<file path="src/rtl/tlfb_pkg.sv">
// Shared types, constants and colour tables for the tally LED frame builder.
`default_nettype none

package tlfb_pkg;

  localparam int LED_SLOTS      = 8;
  localparam int LED_IDX_W      = 3;
  localparam int STATE_W        = 3;
  localparam int REQ_W          = 3;
  localparam int BYTE_IDX_W     = 5;
  localparam int TALLY_IDX_W    = 6;
  localparam int CMDQ_DEPTH     = 2;
  localparam int LAMP_COUNT_DEF = 8;

  localparam logic [7:0] BRIGHT_RESET = 8'd255;
  localparam logic [7:0] CAM_RESET    = 8'd1;

  // request type codes
  localparam logic [REQ_W-1:0] REQ_ALL_STATE = 3'd0;
  localparam logic [REQ_W-1:0] REQ_ALL_RGB   = 3'd1;
  localparam logic [REQ_W-1:0] REQ_ONE_STATE = 3'd2;
  localparam logic [REQ_W-1:0] REQ_ONE_RGB   = 3'd3;
  localparam logic [REQ_W-1:0] REQ_BRIGHT    = 3'd4;
  localparam logic [REQ_W-1:0] REQ_TALLY     = 3'd5;

  // LED state codes
  localparam logic [STATE_W-1:0] LED_OFF      = 3'd0;
  localparam logic [STATE_W-1:0] LED_PROGRAM  = 3'd1;
  localparam logic [STATE_W-1:0] LED_PREVIEW  = 3'd2;
  localparam logic [STATE_W-1:0] LED_LIVE     = 3'd3;
  localparam logic [STATE_W-1:0] LED_BATT_LOW = 3'd4;

  typedef enum logic [2:0] {
    OP_SET_ALL,
    OP_ALL_RGB,
    OP_SET_ONE,
    OP_OVR_ONE,
    OP_BRIGHT
  } op_t;

  typedef struct packed {
    op_t                  op;
    logic [LED_IDX_W-1:0] idx;
    logic [STATE_W-1:0]   st;
    logic [7:0]           r;
    logic [7:0]           g;
    logic [7:0]           b;
    logic [7:0]           bv;
  } cmd_t;

  function automatic logic [7:0] col_r(input logic [STATE_W-1:0] s);
    logic [7:0] v;
    case (s)
      LED_PROGRAM:  v = 8'd255;
      LED_BATT_LOW: v = 8'd255;
      default:      v = 8'd0;
    endcase
    return v;
  endfunction

  function automatic logic [7:0] col_g(input logic [STATE_W-1:0] s);
    logic [7:0] v;
    case (s)
      LED_PREVIEW:  v = 8'd255;
      LED_BATT_LOW: v = 8'd255;
      default:      v = 8'd0;
    endcase
    return v;
  endfunction

  function automatic logic [7:0] col_b(input logic [STATE_W-1:0] s);
    logic [7:0] v;
    case (s)
      LED_LIVE: v = 8'd255;
      default:  v = 8'd0;
    endcase
    return v;
  endfunction

endpackage

`default_nettype wire

</file>
<file path="src/rtl/tlfb_front.sv">
// Front end: takes requests, filters no-op requests and turns them into commands.
`default_nettype none

module tlfb_front #(
  parameter int LAMP_COUNT = tlfb_pkg::LAMP_COUNT_DEF
) (
  input  wire logic                            clk,
  input  wire logic                            rst_n,
  input  wire logic                            in_push,
  output      logic                            in_full,
  input  wire logic [tlfb_pkg::REQ_W-1:0]      in_req_type,
  input  wire logic [tlfb_pkg::LED_IDX_W-1:0]  in_lamp_sel,
  input  wire logic [tlfb_pkg::STATE_W-1:0]    in_lamp_code,
  input  wire logic [7:0]                      in_red,
  input  wire logic [7:0]                      in_green,
  input  wire logic [7:0]                      in_blue,
  input  wire logic [7:0]                      in_brightness_value,
  input  wire logic [7:0]                      in_tally_byte,
  input  wire logic [tlfb_pkg::TALLY_IDX_W-1:0] in_tally_byte_index,
  input  wire logic                            cfg_valid,
  output      logic                            cfg_ready,
  input  wire logic [7:0]                      cfg_camera_number,
  input  wire logic                            q_full,
  output      logic                            q_push,
  output      tlfb_pkg::cmd_t                  q_cmd
);
  import tlfb_pkg::*;

  logic [7:0]         camera_r;
  logic [7:0]         cam_m1;
  logic [7:0]         slot_sh;
  logic [1:0]         slot;
  logic               idx_ok;
  logic               keep;
  logic [STATE_W-1:0] tally_st;

  assign cfg_ready = 1'b1;
  assign in_full   = q_full;

  always_ff @(posedge clk) begin
    if (!rst_n) begin
      camera_r <= CAM_RESET;
    end else if (cfg_valid) begin
      camera_r <= (cfg_camera_number == 8'd0) ? 8'd1 : cfg_camera_number;
    end
  end

  always_comb begin
    cam_m1  = camera_r - 8'd1;
    slot_sh = in_tally_byte >> {cam_m1[1:0], 1'b0};
    slot    = slot_sh[1:0];
    case (slot)
      2'd1, 2'd3: tally_st = LED_PROGRAM;
      2'd2:       tally_st = LED_PREVIEW;
      default:    tally_st = LED_OFF;
    endcase
    idx_ok = {1'b0, in_lamp_sel} < (LED_IDX_W+1)'(LAMP_COUNT);

    q_cmd.op  = OP_SET_ALL;
    q_cmd.idx = in_lamp_sel;
    q_cmd.st  = in_lamp_code;
    q_cmd.r   = in_red;
    q_cmd.g   = in_green;
    q_cmd.b   = in_blue;
    q_cmd.bv  = in_brightness_value;
    keep      = 1'b0;
    case (in_req_type)
      REQ_ALL_STATE: keep = 1'b1;
      REQ_ALL_RGB: begin
        q_cmd.op = OP_ALL_RGB;
        keep     = 1'b1;
      end
      REQ_ONE_STATE: begin
        q_cmd.op = OP_SET_ONE;
        keep     = idx_ok;
      end
      REQ_ONE_RGB: begin
        q_cmd.op = OP_OVR_ONE;
        keep     = idx_ok;
      end
      REQ_BRIGHT: begin
        q_cmd.op = OP_BRIGHT;
        keep     = 1'b1;
      end
      REQ_TALLY: begin
        // only the byte that carries this camera's slot acts
        q_cmd.st = tally_st;
        keep     = (in_tally_byte_index == cam_m1[7:2]);
      end
      default: keep = 1'b0;
    endcase
    q_push = in_push && !q_full && keep;
  end

endmodule

`default_nettype wire

</file>
<file path="src/rtl/tlfb_cmd_queue.sv">
// Short command queue between the front end and the frame engine.
`default_nettype none

module tlfb_cmd_queue (
  input  wire logic           clk,
  input  wire logic           rst_n,
  input  wire logic           push,
  input  wire tlfb_pkg::cmd_t wr_cmd,
  output      logic           full,
  input  wire logic           pop,
  output      logic           empty,
  output      tlfb_pkg::cmd_t rd_cmd
);
  import tlfb_pkg::*;

  localparam int PTR_W = (CMDQ_DEPTH > 1) ? $clog2(CMDQ_DEPTH) : 1;
  localparam int CNT_W = $clog2(CMDQ_DEPTH + 1);

  cmd_t             slots_r [CMDQ_DEPTH];
  logic [PTR_W-1:0] wptr_r;
  logic [PTR_W-1:0] rptr_r;
  logic [CNT_W-1:0] cnt_r;
  logic             do_push;
  logic             do_pop;

  assign full    = (cnt_r == CNT_W'(CMDQ_DEPTH));
  assign empty   = (cnt_r == '0);
  assign do_push = push && !full;
  assign do_pop  = pop && !empty;
  assign rd_cmd  = slots_r[rptr_r];

  always_ff @(posedge clk) begin
    if (!rst_n) begin
      wptr_r <= '0;
      rptr_r <= '0;
      cnt_r  <= '0;
    end else begin
      if (do_push) begin
        wptr_r <= (wptr_r == PTR_W'(CMDQ_DEPTH-1)) ? '0 : wptr_r + 1'b1;
      end
      if (do_pop) begin
        rptr_r <= (rptr_r == PTR_W'(CMDQ_DEPTH-1)) ? '0 : rptr_r + 1'b1;
      end
      if (do_push && !do_pop) begin
        cnt_r <= cnt_r + 1'b1;
      end else if (do_pop && !do_push) begin
        cnt_r <= cnt_r - 1'b1;
      end
    end
  end

  always_ff @(posedge clk) begin
    if (do_push) begin
      slots_r[wptr_r] <= wr_cmd;
    end
  end

endmodule

`default_nettype wire

</file>
<file path="src/rtl/tlfb_back.sv">
// Frame engine: applies commands to the LED state and streams scaled GRB bytes.
`default_nettype none

module tlfb_back #(
  parameter int LAMP_COUNT = tlfb_pkg::LAMP_COUNT_DEF
) (
  input  wire logic                            clk,
  input  wire logic                            rst_n,
  input  wire logic                            q_empty,
  input  wire tlfb_pkg::cmd_t                  q_cmd,
  output      logic                            q_pop,
  output      logic                            out_empty,
  input  wire logic                            out_pop,
  output      logic [7:0]                      out_frame_byte,
  output      logic [tlfb_pkg::BYTE_IDX_W-1:0] out_frame_byte_index,
  output      logic                            out_frame_last
);
  import tlfb_pkg::*;

  localparam int FRAME_BYTES = LAMP_COUNT * 3;

  typedef enum logic {ST_IDLE, ST_RUN} state_t;

  state_t                state_r;
  logic [STATE_W-1:0]    states_r [LED_SLOTS];
  logic [7:0]            bright_r;
  logic                  all_rgb_r;
  logic                  ovr_en_r;
  logic [LED_IDX_W-1:0]  ovr_idx_r;
  logic [7:0]            r_r, g_r, b_r;
  logic [LED_IDX_W-1:0]  led_cnt_r;
  logic [1:0]            ch_cnt_r;
  logic [BYTE_IDX_W-1:0] byte_cnt_r;
  logic                  out_valid_r;
  logic [7:0]            out_byte_r;
  logic [BYTE_IDX_W-1:0] out_idx_r;
  logic                  out_last_r;

  logic                  gen;
  logic                  start;
  logic [7:0]            bv_eff;
  logic                  use_rgb;
  logic [STATE_W-1:0]    cur_st;
  logic [7:0]            cr, cg, cb, chan;
  logic [15:0]           prod;
  logic [16:0]           qsum;
  logic                  is_last;

  always_comb begin
    q_pop   = (state_r == ST_IDLE) && !q_empty;
    bv_eff  = (q_cmd.bv == 8'd0) ? 8'd1 : q_cmd.bv;
    // unchanged brightness produces no frame
    start   = q_pop && !((q_cmd.op == OP_BRIGHT) && (bv_eff == bright_r));
    gen     = (state_r == ST_RUN) && (!out_valid_r || out_pop);
    is_last = (byte_cnt_r == BYTE_IDX_W'(FRAME_BYTES - 1));

    use_rgb = all_rgb_r || (ovr_en_r && (led_cnt_r == ovr_idx_r));
    cur_st  = states_r[led_cnt_r];
    cr      = use_rgb ? r_r : col_r(cur_st);
    cg      = use_rgb ? g_r : col_g(cur_st);
    cb      = use_rgb ? b_r : col_b(cur_st);
    case (ch_cnt_r)
      2'd0:    chan = cg;
      2'd1:    chan = cr;
      default: chan = cb;
    endcase
    prod = 16'(chan) * 16'(bright_r);
    // exact x/255 for x a product of two 8-bit values
    qsum = 17'(prod) + 17'(prod[15:8]) + 17'd1;
  end

  assign out_empty            = !out_valid_r;
  assign out_frame_byte       = out_byte_r;
  assign out_frame_byte_index = out_idx_r;
  assign out_frame_last       = out_last_r;

  always_ff @(posedge clk) begin
    if (!rst_n) begin
      state_r     <= ST_IDLE;
      out_valid_r <= 1'b0;
      bright_r    <= BRIGHT_RESET;
      for (int i = 0; i < LED_SLOTS; i++) begin
        states_r[i] <= LED_OFF;
      end
    end else begin
      if (gen) begin
        out_valid_r <= 1'b1;
        out_byte_r  <= qsum[15:8];
        out_idx_r   <= byte_cnt_r;
        out_last_r  <= is_last;
        byte_cnt_r  <= byte_cnt_r + 1'b1;
        if (is_last) begin
          state_r <= ST_IDLE;
        end
        if (ch_cnt_r == 2'd2) begin
          ch_cnt_r  <= 2'd0;
          led_cnt_r <= led_cnt_r + 1'b1;
        end else begin
          ch_cnt_r <= ch_cnt_r + 1'b1;
        end
      end else if (out_pop && out_valid_r) begin
        out_valid_r <= 1'b0;
      end
      if (q_pop) begin
        all_rgb_r <= (q_cmd.op == OP_ALL_RGB);
        ovr_en_r  <= (q_cmd.op == OP_OVR_ONE);
        ovr_idx_r <= q_cmd.idx;
        r_r       <= q_cmd.r;
        g_r       <= q_cmd.g;
        b_r       <= q_cmd.b;
        case (q_cmd.op)
          OP_SET_ALL: begin
            for (int i = 0; i < LED_SLOTS; i++) begin
              states_r[i] <= q_cmd.st;
            end
          end
          OP_SET_ONE: states_r[q_cmd.idx] <= q_cmd.st;
          OP_BRIGHT:  bright_r <= bv_eff;
          default: ;
        endcase
      end
      if (start) begin
        state_r    <= ST_RUN;
        led_cnt_r  <= '0;
        ch_cnt_r   <= 2'd0;
        byte_cnt_r <= '0;
      end
    end
  end

endmodule

`default_nettype wire

</file>
<file path="src/rtl/tally_led_frame_builder.sv">
// Top level of the tally LED frame builder: front end, command queue, frame engine.
//
//  channel | direction | handshake              | payload
//  in_*    | request   | push / full            | req_type, lamp_sel, lamp_code, rgb,
//          |           |                        | brightness_value, tally byte and index
//  out_*   | result    | empty / pop            | frame_byte, frame_byte_index, frame_last
//  cfg_*   | write     | cfg_valid / cfg_ready  | camera_number
//
// A request that makes a frame streams LAMP_COUNT*3 bytes from the frame engine (one GRB
// byte per cycle while the result consumer keeps popping) after the command is loaded.
// Requests that make no frame are dropped by the front end on acceptance, except an
// unchanged brightness, which takes one queue slot and is then popped by the engine.
// Reset is synchronous: LED states off, brightness 255, camera number 1, queues empty.
// A stalled result consumer holds the engine; the two-entry command queue keeps taking
// requests until it fills.
`default_nettype none

module tally_led_frame_builder #(
  parameter int LAMP_COUNT = tlfb_pkg::LAMP_COUNT_DEF
) (
  input  wire logic                             clk,
  input  wire logic                             rst_n,
  input  wire logic                             in_push,
  output      logic                             in_full,
  input  wire logic [tlfb_pkg::REQ_W-1:0]       in_req_type,
  input  wire logic [tlfb_pkg::LED_IDX_W-1:0]   in_lamp_sel,
  input  wire logic [tlfb_pkg::STATE_W-1:0]     in_lamp_code,
  input  wire logic [7:0]                       in_red,
  input  wire logic [7:0]                       in_green,
  input  wire logic [7:0]                       in_blue,
  input  wire logic [7:0]                       in_brightness_value,
  input  wire logic [7:0]                       in_tally_byte,
  input  wire logic [tlfb_pkg::TALLY_IDX_W-1:0] in_tally_byte_index,
  output      logic                             out_empty,
  input  wire logic                             out_pop,
  output      logic [7:0]                       out_frame_byte,
  output      logic [tlfb_pkg::BYTE_IDX_W-1:0]  out_frame_byte_index,
  output      logic                             out_frame_last,
  input  wire logic                             cfg_valid,
  output      logic                             cfg_ready,
  input  wire logic [7:0]                       cfg_camera_number
);
  import tlfb_pkg::*;

  logic q_full;
  logic q_push;
  logic q_pop;
  logic q_empty;
  cmd_t wr_cmd;
  cmd_t rd_cmd;

  tlfb_front #(.LAMP_COUNT(LAMP_COUNT)) u_front (
    .clk                 (clk),
    .rst_n               (rst_n),
    .in_push             (in_push),
    .in_full             (in_full),
    .in_req_type         (in_req_type),
    .in_lamp_sel         (in_lamp_sel),
    .in_lamp_code        (in_lamp_code),
    .in_red              (in_red),
    .in_green            (in_green),
    .in_blue             (in_blue),
    .in_brightness_value (in_brightness_value),
    .in_tally_byte       (in_tally_byte),
    .in_tally_byte_index (in_tally_byte_index),
    .cfg_valid           (cfg_valid),
    .cfg_ready           (cfg_ready),
    .cfg_camera_number   (cfg_camera_number),
    .q_full              (q_full),
    .q_push              (q_push),
    .q_cmd               (wr_cmd)
  );

  tlfb_cmd_queue u_queue (
    .clk    (clk),
    .rst_n  (rst_n),
    .push   (q_push),
    .wr_cmd (wr_cmd),
    .full   (q_full),
    .pop    (q_pop),
    .empty  (q_empty),
    .rd_cmd (rd_cmd)
  );

  tlfb_back #(.LAMP_COUNT(LAMP_COUNT)) u_back (
    .clk                  (clk),
    .rst_n                (rst_n),
    .q_empty              (q_empty),
    .q_cmd                (rd_cmd),
    .q_pop                (q_pop),
    .out_empty            (out_empty),
    .out_pop              (out_pop),
    .out_frame_byte       (out_frame_byte),
    .out_frame_byte_index (out_frame_byte_index),
    .out_frame_last       (out_frame_last)
  );

endmodule

`default_nettype wire

</file>
<file path="config.mk">
export PLATFORM = sky130hd
export DESIGN_NAME = tally_led_frame_builder
export DESIGN_NICKNAME = d
export VERILOG_FILES = /design/src/rtl/tlfb_pkg.sv /design/src/rtl/tlfb_front.sv /design/src/rtl/tlfb_cmd_queue.sv /design/src/rtl/tlfb_back.sv /design/src/rtl/tally_led_frame_builder.sv
export SDC_FILE = /design/constraint.sdc
export NUM_CORES = 1
export LEC_CHECK = 0
export ABC_CLOCK_PERIOD_IN_PS = 7840
export BUFFER_PORTS_ARGS = -buffer_cell sky130_fd_sc_hd__buf_2
export CORE_AREA = 2 2 155 157
export CTS_CLUSTER_DIAMETER = 40
export DETAILED_ROUTE_END_ITERATION = 16
export DIE_AREA = 0 0 157 159
export PLACE_DENSITY = 0.76
export SLEW_MARGIN = 5
export SYNTH_ARGS = -nofsm -noshare
export SYNTH_HDL_FRONTEND = slang
export SYNTH_SLANG_ARGS = --single-unit
</file>
<file path="constraint.sdc">
create_clock -name clk -period 7.84 [get_ports clk]
set_input_delay 1.176 -clock clk [delete_from_list [all_inputs] [get_ports clk]]
set_output_delay 1.176 -clock clk [all_outputs]
set_load 0.02 [all_outputs]
</file>
==> flow_summary.toml, run 1 <==
[worst_setup_path]
path_max_fanout = 6
max_stage_delay_ns = 0.56
setup.worst_path.start_class = "register"
path_common_cell = "fa_1"
required_ns = 8.04
arrival_ns = 7.76
worstSetupPathType = "reg -> reg"
end_kind = "register"
worst_path_max_delay_cell = "mux4_2"

[global_routing]
grt_pass1_wl_um = 33700
grt_max_degree = 51
antenna_found_initial = 0
grt-ovfl-total = 0
grt_pass1_vias = 6909
grt_util_all_layers_pct = 17.0

[route]
dr_wl_met2_um = 9730
drcViolationCount = 0
wirelength_um = 20200
route.layer.met1.wl_um = 9100
top_layer = "met4"
drt-vias-per-instance = 5.21
detail-route-antenna-nets = 0
firstDrtPassIters = 5
wl_met3_um = 877
num_vias = 6733
avgRoutedWirePerCell_um = 15.7
drt-initial-drc-count = 366

[finish]
area_delta_synth_final_pct = 15.5
antenna_cells = 0
num-nets-final = 1114
final_layout_size_suffix_gt1_share_pct = 21.6
fill_cells = 1981
postLayoutCellArea_um2 = 12000
utilization_pct = 51.7

[run]
drv_cap = 0

[hold_path]
min_path_type = "reg -> reg"

[sta]
final.period_utilization_pct = 96.4
layout_setup_ws_ns = 0.280
fin_skew_ns = 0.0195
fmax_ghz = 0.132
slew_headroom_pct = 41.5
hold_viol_final = 0
maxSlewViolCount = 0
fin_crit_ns = 7.56
worst_pin_slew_ns = 0.853
setup_viol = 0

[synthesis]
ys_warn_count = 0
syn_nets = 1014
yosysMostFrequentCell = "edfxtp_1"
synth.avg_cell_area_um2 = 12.1
synth_cell_types = 67
yosysSeqAreaShare_pct = 51.0
synthCells = 860
syn-cell-area_um2 = 10400
synth_top_area_share_pct = 46.0
ys_dominant_reg_cell = "edfxtp_1"
synth-edff-count = 159
async_reset_ff_share_pct = 0
synth_seq_cells = 185
synth_top_cells_by_area = "edfxtp_1, fa_1, ha_1"
synth_commonest_cells = "edfxtp_1, nor2_1, nand2_1, inv_1, nor2b_1"
synth_area_leader_cell = "edfxtp_1"

[placed_design]
port-buffer-count = 83
placed_area_um2 = 11300
preCtsSetupSlack_ns = -0.227
dp_hpwl_um = 14800
place.gp.congestion = 0.873

[status]
status = "complete, no violations"

[floorplanning]
num_rows = 56
pin_count = 85
die-width_um = 157
design.core.area_um2 = 23200
die_h_um = 159
initial_core_util_pct = 44.8
dieArea_um2 = 25000

[clocking]
cts-buffers-inserted = 17
htree_num_levels = 4
clockBufferDepth = 2
cts_tree = "yes"
cts_hold_buf = 0
cts_num_sinks = 185
path_clk_slew_ns = 0.09
clock_latency_ns = 0.44
cts.root.buffer_cell = "clkbuf_16"
-- state kept, by name (all words and copies together) (netlist names), 2 cells and up, named ones only --
| register | count |
|---|---|
| u_queue.slots_r | 82 |
| u_back.states_r | 24 |
| u_back.b_r | 8 |
| u_back.bright_r | 8 |
| u_back.g_r | 8 |
| u_back.out_frame_byte | 8 |
| u_back.r_r | 8 |
| u_front.camera_r | 8 |
| u_back.byte_cnt_r | 5 |
| u_back.out_frame_byte_index | 5 |
| u_back.led_cnt_r | 3 |
| u_back.ovr_idx_r | 3 |
| u_back.ch_cnt_r | 2 |
| u_queue.cnt_r | 2 |
-- path summary, 6_finish.rpt --
check / start / endpoint / slack (ns) / depth (start not counted)
max reg2reg: register / u_back.out_frame_byte[7] / 0.28 / 27
max: register / u_back.out_frame_byte[7] / 0.28 / 27
min reg2reg: u_back.byte_cnt_r[1] / u_back.out_frame_byte_index[1] / 0.49 / 0
min: u_back.byte_cnt_r[1] / u_back.out_frame_byte_index[1] / 0.49 / 0
-- metrics by stage --
step	setup TNS [ns]	instances	hold slack, ns
2_1_floorplan	0	860	0.452
3_3_place_gp	0	1256	0.472
3_5_place_dp	-0.721	1256	0.476
4_1_cts	0	1288	0.494
5_1_grt	-0.0128	1292	0.508
6_report	0	1292	0.494
-- layer usage --
metal | vias to the layer above | GRT usage, %
li1 | 3267 | -
met1 | 3229 | 22.4
met2 | 190 | 28.1
met3 | 47 | 2.94
met4 | 0 | 6.59
met5 | - | 0
-- layout make-up --
cell class                      count  area (µm²)  area share [%]
Timing Repair Buffer              111         626            5.21
Inverter                           61         229            1.91
Multi-Input combinational cell    584        4820            40.2
Clock inverter                     15         199            1.66
Clock buffer                       17         425            3.54
Sequential cell                   185        5300            44.2
Tap cell                          319         399            3.33
-- cell families after synthesis --
family | count (synthesis) | share of synthesized area, %
other | 1 | 0.0361
and+or+nand+nor | 286 | 14.2
AOI/OAI and AO/OA | 111 | 7.90
muxes | 62 | 7.29
buffers and inverters | 91 | 3.41
xor gates and xnor gates | 38 | 3.20
adders and majority gates | 86 | 13.0
DFF | 185 | 51.0
-- cell usage in the layout, fill, tap and decap left out, drive strengths merged, types with 4 or more instances in the layout --
cell type | Yosys | layout
edfxtp | 159 | 159
buf | 13 | 111
inv | 61 | 68
nor2 | 67 | 67
nand2 | 63 | 63
nor2b | 60 | 60
ha | 50 | 50
fa | 36 | 36
mux2 | 29 | 29
dfxtp | 26 | 26
o21ai | 26 | 26
a21oi | 25 | 25
mux2i | 25 | 25
xnor2 | 22 | 22
nand2b | 22 | 22
nand3 | 18 | 18
clkbuf | 17 | 17
xor2 | 16 | 16
o211ai | 14 | 14
nor3 | 11 | 11
and2 | 9 | 9
mux4 | 8 | 8
a31oi | 7 | 7
clkinv | 0 | 6
or4 | 5 | 5
a2111oi | 5 | 5
a211oi | 5 | 5
nand4 | 4 | 4
a21o | 4 | 4
or3 | 4 | 4
and3 | 4 | 4
-- critical path, delay by kind of cell (launching register included) --
| kind | cells | cell delay (ns) |
|---|---|---|
| muxes | 2 | 0.77 |
| DFF | 1 | 0.41 |
| adders and majority gates | 6 | 2.65 |
| and+or+nand+nor | 8 | 1.70 |
| AOI/OAI and AO/OA | 6 | 1.27 |
| xor gates and xnor gates | 2 | 0.39 |
| buffers and inverters | 3 | 0.14 |
-- repair_timing --
item / CTS / global route
buffers inserted: 0 / 4
endpoints found under the setup margin: 6 / 8
pin swaps: 0 / 9
cloned: 0 / 0
resized for setup: 4 / 16
Power of run 1 is left out: the tool's default activity adds up to more than one toggle a clock period on the data nets, which glitch-free logic cannot reach.
==> run 2, diff against run 1 <==
- GPL_TIMING_DRIVEN: unset -> 0
==> flow_summary.toml, run 2 (same netlist as run 1, synthesis figures left out) <==
[clocking]
clockBufferDepth = 2
cts_num_sinks = 185
cts-buffers-inserted = 17
path_clk_slew_ns = 0.07
clock_latency_ns = 0.43
cts_tree = "yes"
cts.root.buffer_cell = "clkbuf_16"
htree_num_levels = 4
cts_hold_buf = 0

[route]
drcViolationCount = 0
avgRoutedWirePerCell_um = 15.4
firstDrtPassIters = 5
wirelength_um = 20300
num_vias = 6836
drt-initial-drc-count = 338
drt-vias-per-instance = 5.17
detail-route-antenna-nets = 0

[hold_path]
hold-path-cell-count = 0
min_path_type = "reg -> reg"

[worst_setup_path]
worstSetupPathDepth = 33
crit_buf_inv = 7
end_kind = "register"
path_max_fanout = 6
cp_top_family = "adder cells"
worstSetupPathType = "reg -> reg"
ff2ff_path_depth = 33
max_stage_delay_ns = 0.54
worst_path_max_delay_cell = "mux4_2"
path_common_cell = "fa_1"
arrival_ns = 7.75
setup.worst_path.start_class = "register"
required_ns = 8.02

[finish]
antenna_cells = 0
layout_commonest_cell = "edfxtp_1"
regMostFlops = "u_queue.slots_r"
final_layout_size_suffix_gt1_share_pct = 23.5
top_regs = "u_queue.slots_r (82), u_back.states_r (24)"
stdcell_count = 1323
largest_reg_flops = 82
fill_cells = 1913
area_delta_synth_final_pct = 18.6
num-nets-final = 1145
layout_common_cells = "edfxtp_1, buf_2, nor2_1, nand2_1, inv_1"

[global_routing]
grt_max_degree = 32
grt_pass1_wl_um = 33100
grt_pass1_vias = 6700
grt-ovfl-total = 0
grt_util_all_layers_pct = 16.7
antenna_found_initial = 0

[sta]
hold-worst-slack_ns = 0.486
worst_pin_slew_ns = 0.899
slew_headroom_pct = 38.3
fin_skew_ns = 0.0147
maxSlewViolCount = 0
setup_viol = 0
fmax_ghz = 0.132
hold_viol_final = 0
fin_crit_ns = 7.57
final.period_utilization_pct = 96.6

[run]
drv_cap = 0

[floorplanning]
pin_count = 85
die_h_um = 159
dieArea_um2 = 25000
initial_core_util_pct = 44.8
design.core.area_um2 = 23200
num_rows = 56
die-width_um = 157

[status]
status = "complete, no violations"

[placed_design]
port-buffer-count = 82
dp.cells = 1265
place.gp.congestion = 0.824
dp_hpwl_um = 14700
==> run 2: timing repair <==
item,in CTS,in global routing
hold endpoints to repair,0,0
setup buffers,21,7
setup endpoints to repair,8,8
resized for setup,19,34
pin swaps,10,18
==> run 2: layout make-up <==
class	instances	area, µm²	area share [%]
sequential	185	5300	43.0
multi-input combinational	584	4990	40.5
timing repair buffer	114	676	5.49
clock buffer	18	429	3.48
tap	319	399	3.24
inverter	61	229	1.86
clock inverter	14	176	1.43
buffer	28	123	0.995
==> run 2: final timing paths <==
path / from / end / slack (ns)
max reg2reg: register / u_back.out_frame_byte[7] / 0.27
max: register / u_back.out_frame_byte[7] / 0.27
min: u_back.byte_cnt_r[1] / u_back.out_frame_byte_index[1] / 0.49
min reg2reg: u_back.byte_cnt_r[1] / u_back.out_frame_byte_index[1] / 0.49
==> run 2: metal layers <==
metal,vias up,global-route usage [%],part of all wire (%)
met1,3321,22.4,45
met5,-,0,0
met2,174,27.6,49
li1,3325,-,-
met3,16,2.48,4.1
met4,0,5.88,1.4
==> run 2: through the flow <==
step                      utilization, %  setup WS, ns  TNS (ns)  cell area, µm²
after floorplan                        -        0.0418         0           10400
after global placement              48.3        -0.904     -5.59           11200
after detailed placement            48.5         -1.01     -6.43           11300
after CTS                           52.3       0.00642         0           12100
after global routing                53.1       -0.0238   -0.0508           12300
final                               53.1         0.269         0           12300
==> run 2: worst register-to-register path, delay by kind of cell (launching register included) <==
| family | cells | cell delay, ns |
|---|---|---|
| buffers and inverters | 7 | 0.79 |
| XOR/XNOR | 3 | 0.47 |
| AND/OR/NAND/NOR | 7 | 1.36 |
| AO/OA/AOI/OAI | 8 | 1.10 |
| flip-flops | 1 | 0.34 |
| multiplexers | 2 | 0.80 |
| adder cells (fa/ha/maj) | 6 | 2.48 |
Power of run 2 is left out for the same reason.
==> run 3, diff against run 2 <==
- RECOVER_POWER: unset -> 50
- SETUP_SLACK_MARGIN: unset -> 0.2
==> flow_summary.toml, run 3 (same netlist as run 1, synthesis figures left out) <==
[route]
drcViolationCount = 0
avgRoutedWirePerCell_um = 16.0
drt-initial-drc-count = 457
drt-vias-per-instance = 5.27
detail-route-antenna-nets = 0
firstDrtPassIters = 5
num_vias = 7063
wirelength_um = 21500

[finish]
area_delta_synth_final_pct = 20.8
largest_reg_flops = 82
final_layout_size_suffix_gt1_share_pct = 22.9
postLayoutCellArea_um2 = 12500
layout_common_cells = "edfxtp_1, nor2_1, nand2_1, nor2b_1, inv_1"
antenna_cells = 0
num-nets-final = 1163
layout_commonest_cell = "edfxtp_1"
top_regs = "u_queue.slots_r (82), u_back.states_r (24)"
regMostFlops = "u_queue.slots_r"

[run]
drv_cap = 1

[status]
failed_checks = "max-capacitance violations, max-slew violations"
status = "finished, violations left"

[sta]
hold_viol_final = 0
slew_headroom_pct = -67.1
worst_pin_slew_ns = 2.50
setup_viol = 0
fin_crit_ns = 7.61
final.period_utilization_pct = 97.0
fin_skew_ns = 0.0130
rsz0062_at_grt = "yes"
maxSlewViolCount = 32
fmax_ghz = 0.131

[global_routing]
met3_usage_pct = 3.02
grt_util_met1_pct = 22.9
grt_pass1_vias = 7279
grt_util_all_layers_pct = 17.7
grt_max_degree = 34
grt-ovfl-total = 0
antenna_found_initial = 0
top_usage_layer = "met2"
use_met2_pct = 29.8
grt_pass1_wl_um = 35200

[floorplanning]
dieArea_um2 = 25000
initial_core_util_pct = 44.8
num_rows = 56
design.core.area_um2 = 23200
die-width_um = 157
die_h_um = 159
pin_count = 85

[placed_design]
port-buffer-count = 82
place.gp.congestion = 0.858
dp_hpwl_um = 14900
placed_area_um2 = 11300

[clocking]
clockBufferDepth = 2
cts.root.buffer_cell = "clkbuf_16"
htree_num_levels = 4
path_clk_slew_ns = 0.07
cts_num_sinks = 185
cts_hold_buf = 0
clock_latency_ns = 0.43
cts_tree = "yes"
cts-buffers-inserted = 17

[worst_setup_path]
setup.worst_path.start_class = "register"
crit_buf_inv = 8
worst_path_max_delay_cell = "mux4_2"
arrival_ns = 7.78
cp_top_family = "adder cells"
path_max_fanout = 6
required_ns = 8.02
end_kind = "register"
max_stage_delay_ns = 0.56
worstSetupPathType = "reg -> reg"

[hold_path]
min_path_type = "reg -> reg"
==> run 3: changes by cell type in the layout (fill, tap and decap cells not counted), sizes merged <==
cell      change
clkinv        +4
clkinvlp      +1
buf          -24
clkbuf       +42
bufinv        -2
inv           -3
==> run 3: metal layers <==
metal  up-vias  share of wire [%]  wire (µm)
met4         0                3.2        685
met5         -                  0          0
met2       230                 48      10400
met3        44                4.8       1030
li1       3358                  -          -
met1      3431                 44       9450
==> run 3: stage by stage <==
step	TNS, ns	instances	utilization [%]	setup slack (ns)	hold slack [ns]
after floorplan	0	860	-	0.232	0.452
after global placement	-4.19	1261	48.4	-0.716	0.467
after detailed placement	-4.54	1266	48.7	-0.767	0.481
after CTS	0	1323	52.9	0.200	0.498
after global routing	-0.0390	1341	54.1	-0.0390	0.513
final	0	1341	54.1	0.234	0.494
==> run 3: repair_timing <==
action / CTS / global route
buffers inserted: 25 / 18
setup endpoints to repair: 8 / 7
resized for setup: 38 / 47
pin swaps: 23 / 43
==> run 3: path summary, 6_finish.rpt <==
kind	cells after the start	start	end	slack, ns
setup / recovery	32	register	u_back.out_frame_byte[7]	0.23
hold / removal	0	u_back.byte_cnt_r[1]	u_back.out_frame_byte_index[1]	0.49
setup reg to reg	32	register	u_back.out_frame_byte[7]	0.23
hold reg to reg	0	u_back.byte_cnt_r[1]	u_back.out_frame_byte_index[1]	0.49
==> run 3: area by class of cell <==
cell class              instances  area [µm²]
fillers                      1898       10600
flip-flops and latches        185        5300
multi-input cells             584        5120
repair buffers                130         769
clock buffers                  18         429
well taps                     319         399
inverters                      61         229
clock inverters                14         160
plain buffers                  30         140
Power of run 3 is left out for the same reason.
